File: config.mk
export PLATFORM = sky130hd
export DESIGN_NAME = ptd_delay
export DESIGN_NICKNAME = d
export VERILOG_FILES = /design/src/rtl/ptd_pkg.sv /design/src/rtl/ptd_delay.sv
export SDC_FILE = /design/constraint.sdc
export NUM_CORES = 1
export LEC_CHECK = 0
export ABC_AREA = 1
export BUFFER_PORTS_ARGS = -buffer_cell sky130_fd_sc_hd__clkbuf_2
export CAP_MARGIN = 15
export CORE_ASPECT_RATIO = 0.9
export CORE_MARGIN = 2
export CORE_UTILIZATION = 44
export DETAILED_ROUTE_END_ITERATION = 7
export PLACE_DENSITY_LB_ADDON = 0.05
export SETUP_SLACK_MARGIN = 0.1
export SKIP_LAST_GASP = 1
export SLEW_MARGIN = 40
export SYNTH_ARGS = -nofsm -noshare
export SYNTH_HDL_FRONTEND = slang
export SYNTH_SLANG_ARGS = --single-unit
export TNS_END_PERCENT = 20
File: constraint.sdc
create_clock -name i_clk -period 0.8 [get_ports i_clk]
set_input_delay 0.08 -clock i_clk [delete_from_list [all_inputs] [get_ports i_clk]]
set_output_delay 0.08 -clock i_clk [all_outputs]
set_load 0.05 [all_outputs]
File: src/rtl/ptd_pkg.sv
// Shared constants, region codes and latency helper for the point-triangle distance block.
package ptd_pkg;

    localparam int COORD_WIDTH_DEF = 32;
    localparam int DIST_WIDTH      = 32;
    localparam int MUL_CHUNK_LOG   = 5;
    localparam int MUL_CHUNK       = 1 << MUL_CHUNK_LOG;

    typedef enum logic [2:0] {
        RG_VERT_A  = 3'd0,
        RG_VERT_B  = 3'd1,
        RG_VERT_C  = 3'd2,
        RG_EDGE_AB = 3'd3,
        RG_EDGE_AC = 3'd4,
        RG_EDGE_BC = 3'd5,
        RG_FACE    = 3'd6,
        RG_DEGEN   = 3'd7
    } t_region;

    function automatic int mul_lat(input int aw, input int bw);
        int na;
        int nb;
        na = (aw + MUL_CHUNK - 1) >> MUL_CHUNK_LOG;
        nb = (bw + MUL_CHUNK - 1) >> MUL_CHUNK_LOG;
        return na * nb + 3;
    endfunction

endpackage

File: src/rtl/ptd_delay.sv
// Delay line that carries a valid bit and its side data alongside a multiplier bank.
module ptd_delay import ptd_pkg::*; #(
    parameter int DW    = 8,
    parameter int DEPTH = 4
) (
    input  logic          i_clk,
    input  logic          i_rst_n,
    input  logic          i_en,
    input  logic          i_valid,
    input  logic [DW-1:0] i_data,
    output logic          o_valid,
    output logic [DW-1:0] o_data
);

    logic          r_v [0:DEPTH-1];
    logic [DW-1:0] r_d [0:DEPTH-1];

    always_ff @(posedge i_clk) begin
        if (!i_rst_n) begin
            r_v[0] <= 1'b0;
        end else if (i_en) begin
            r_v[0] <= i_valid;
        end
    end

    always_ff @(posedge i_clk) begin
        if (i_en) begin
            r_d[0] <= i_data;
        end
    end

    for (genvar g = 1; g < DEPTH; g++) begin : g_tap
        always_ff @(posedge i_clk) begin
            if (!i_rst_n) begin
                r_v[g] <= 1'b0;
            end else if (i_en) begin
                r_v[g] <= r_v[g-1];
            end
        end

        always_ff @(posedge i_clk) begin
            if (i_en) begin
                r_d[g] <= r_d[g-1];
            end
        end
    end

    assign o_valid = r_v[DEPTH-1];
    assign o_data  = r_d[DEPTH-1];

endmodule

==> impl_metrics.env <==
export IMPL_critPathBufInv=1
export IMPL_hp_class="in2reg"
export IMPL_diodes=0
export IMPL_initial_core_util_pct=45.8
export IMPL_cts_inserted_buffers=5
export IMPL_worst_pin_slew_ns=0.159
export IMPL_htreeDepth=2
export IMPL_drc=0
export IMPL_synth_top_cell_by_area="edfxtp_1"
export IMPL_ys_ff_latch=36
export IMPL_power_leakage_nw=0.566
export IMPL_cts_sinks=36
export IMPL_violations="setup timing"
export IMPL_clk_pin_slew_worst_paths_ns=0.10
export IMPL_synth_seq_area_share_pct=95.5
export IMPL_drt_iter0_markers=11
export IMPL_synth_common_cells="35 x edfxtp_1, 4 x inv_1, 3 x nor2_1"
export IMPL_yosys_warnings=0
export IMPL_setup_ws_ns=-0.184
export IMPL_min_delay_path_depth=3
export IMPL_yosys_top_cells_area="edfxtp_1 94%, dfxtp_1 1.8%, inv_1 1.3%"
export IMPL_rows=17
export IMPL_finalCritPeriodShare_pct=123
export IMPL_skew_ns=0.00831
export IMPL_cp_arrival_ns=0.90
export IMPL_synth_cell_area_um2=1120
export IMPL_slew_headroom_pct=89.4
export IMPL_path_delay_family="flip-flops"
export IMPL_antenna_found_initial=0
export IMPL_clk_latency_ns=0.32
export IMPL_cp_required_ns=0.72
export IMPL_synthDistinctLibCells=7
export IMPL_synthCells=48
export IMPL_cap_violations=0
export IMPL_yosysTopAreaCellShare_pct=93.8
export IMPL_core_um2=2450
export IMPL_ys_flop_type="edfxtp_1"
export IMPL_io_pin_count=21
export IMPL_grt_first_pass_wirelength_um=1940
export IMPL_fin_crit_ns=0.984
export IMPL_end_kind="primary output"
export IMPL_die_y_um=51.9
export IMPL_hold_slack_ns=0.0481
export IMPL_rr_worst_depth=2
export IMPL_port_buffers=20
export IMPL_drive_above_1_share_pct=34.1
export IMPL_finalSetupViolations=9
export IMPL_rsz0062_at_grt="true"
export IMPL_ir_drop_uv=1490
export IMPL_critical_path_cell_chain="clkbuf_8"
export IMPL_wl_per_cell_um=10.9
export IMPL_cts_root_buf="clkbuf_4"
export IMPL_worst_setup_path_start_kind="flop"
export IMPL_dpl_cell_count=98
export IMPL_drtPass1Iterations=4
export IMPL_yosysMostFrequentCell="edfxtp_1"
export IMPL_overflow=0
export IMPL_cts_tree="done"
export IMPL_dieArea_um2=2970
export IMPL_syn_to_final_growth_pct=31.5
export IMPL_via_count=503
export IMPL_hold_violations=0
export IMPL_hpwl_um=741
export IMPL_syn_nets=60
export IMPL_cp_slowest_stage_delay_ns=0.39
export IMPL_die_w_um=57.2
export IMPL_place_area_um2=1300
export IMPL_grt_pass1_vias=454
export IMPL_routabilityCongestion=0.625
export IMPL_wl_um=1230
export IMPL_ant_nets=0
export IMPL_ys_async_sr_fraction_pct=0
export IMPL_viasPerCell=4.45
export IMPL_synth_edf_count=35
export IMPL_nNetsFinal=97
export IMPL_p_per_area_nw_per_um2=2270
export IMPL_clockBufferDepth=2
export IMPL_avgSynthCellArea_um2=23.4
export IMPL_dpl_worst_slack_ns=0.0342
export IMPL_finalNonFillerCells=113
export IMPL_crit_type="reg2out"
export IMPL_setup_tns_final_ns=-1.56
export IMPL_grt_usage_pct=9.70
export IMPL_grt_max_degree=25
export IMPL_slowest_stage="edfxtp_1"
export IMPL_status="complete, but fails checks"
export IMPL_fmax_mhz=1020
export IMPL_crit_fanout=1
export IMPL_slew_violations=0
export IMPL_path_depth=1
export IMPL_final_area_um2=1470
## power breakdown
part / internal [mW] / switching (mW)
Clock: 0.324 / 0.516
Combinational: 0.110 / 0.157
Sequential: 2.21 / 0.0288
Total: 2.64 / 0.702
## path summary, 6_finish.rpt
path                to  startpoint  slack, ns
max reg2reg     r_v[1]      r_v[0]       0.11
min reg2reg  r_d[3][7]   r_d[2][7]       0.42
max            o_valid      r_v[3]      -0.18
min             r_v[2]     i_rst_n       0.05
## cell type report
class	count	area, um2
sequential	36	1070
clock buffer	6	41.3
clock inverter	1	5.00
tap	28	35.0
fill	178	972
inverter	4	15.0
timing repair buffer	30	272
multi-input combinational	8	35.0
## metrics by stage
| stage | total power [mW] | util (%) |
|---|---|---|
| 6_report | 3.34 | 60.3 |
| 4_1_cts | 3.38 | 60.1 |
| 5_1_grt | 3.50 | 60.3 |
| 2_1_floorplan | 2.38 | - |
| 3_5_place_dp | 2.49 | 53.0 |
| 3_3_place_gp | 2.48 | 53.0 |
## cell families after synthesis
logic type	after synthesis	share of synthesized area, %
and+or+nand+nor	8	3.13
buffers and inverters	4	1.34
DFF	36	95.5
## state kept, by name, indices dropped and copies added (netlist names)
signal  flops
r_d        32
r_v         4
## placed cells by master (no fill, tap or decap)
master         count
dlygate4sd3_1      8
inv_1              4
nand2_2            1
buf_12             2
nand3_1            2
clkbuf_2          11
edfxtp_1          35
clkinv_2           1
buf_6              1
nand2_1            2
clkbuf_4           9
dfxtp_1            1
clkbuf_8           4
clkbuf_1           1
nor2_1             3
## per-layer routing
metal	part of all wire (%)	wire length, um	global-route usage, %	vias up
met5	0	0	0	-
met4	1.9	23	5.81	0
met3	9.8	121	6.72	4
met2	41	507	12.8	25
met1	47	581	11.5	221
li1	-	-	-	253
## what timing repair did
item / CTS / global route
resized for setup: 13 / 2
endpoints found under the setup margin: 9 / 10
hold endpoints to repair: 8 / 0
buffers inserted: 0 / 0
hold buffers: 8 / 0
No activity file was read; power rests on OpenSTA's default activity.
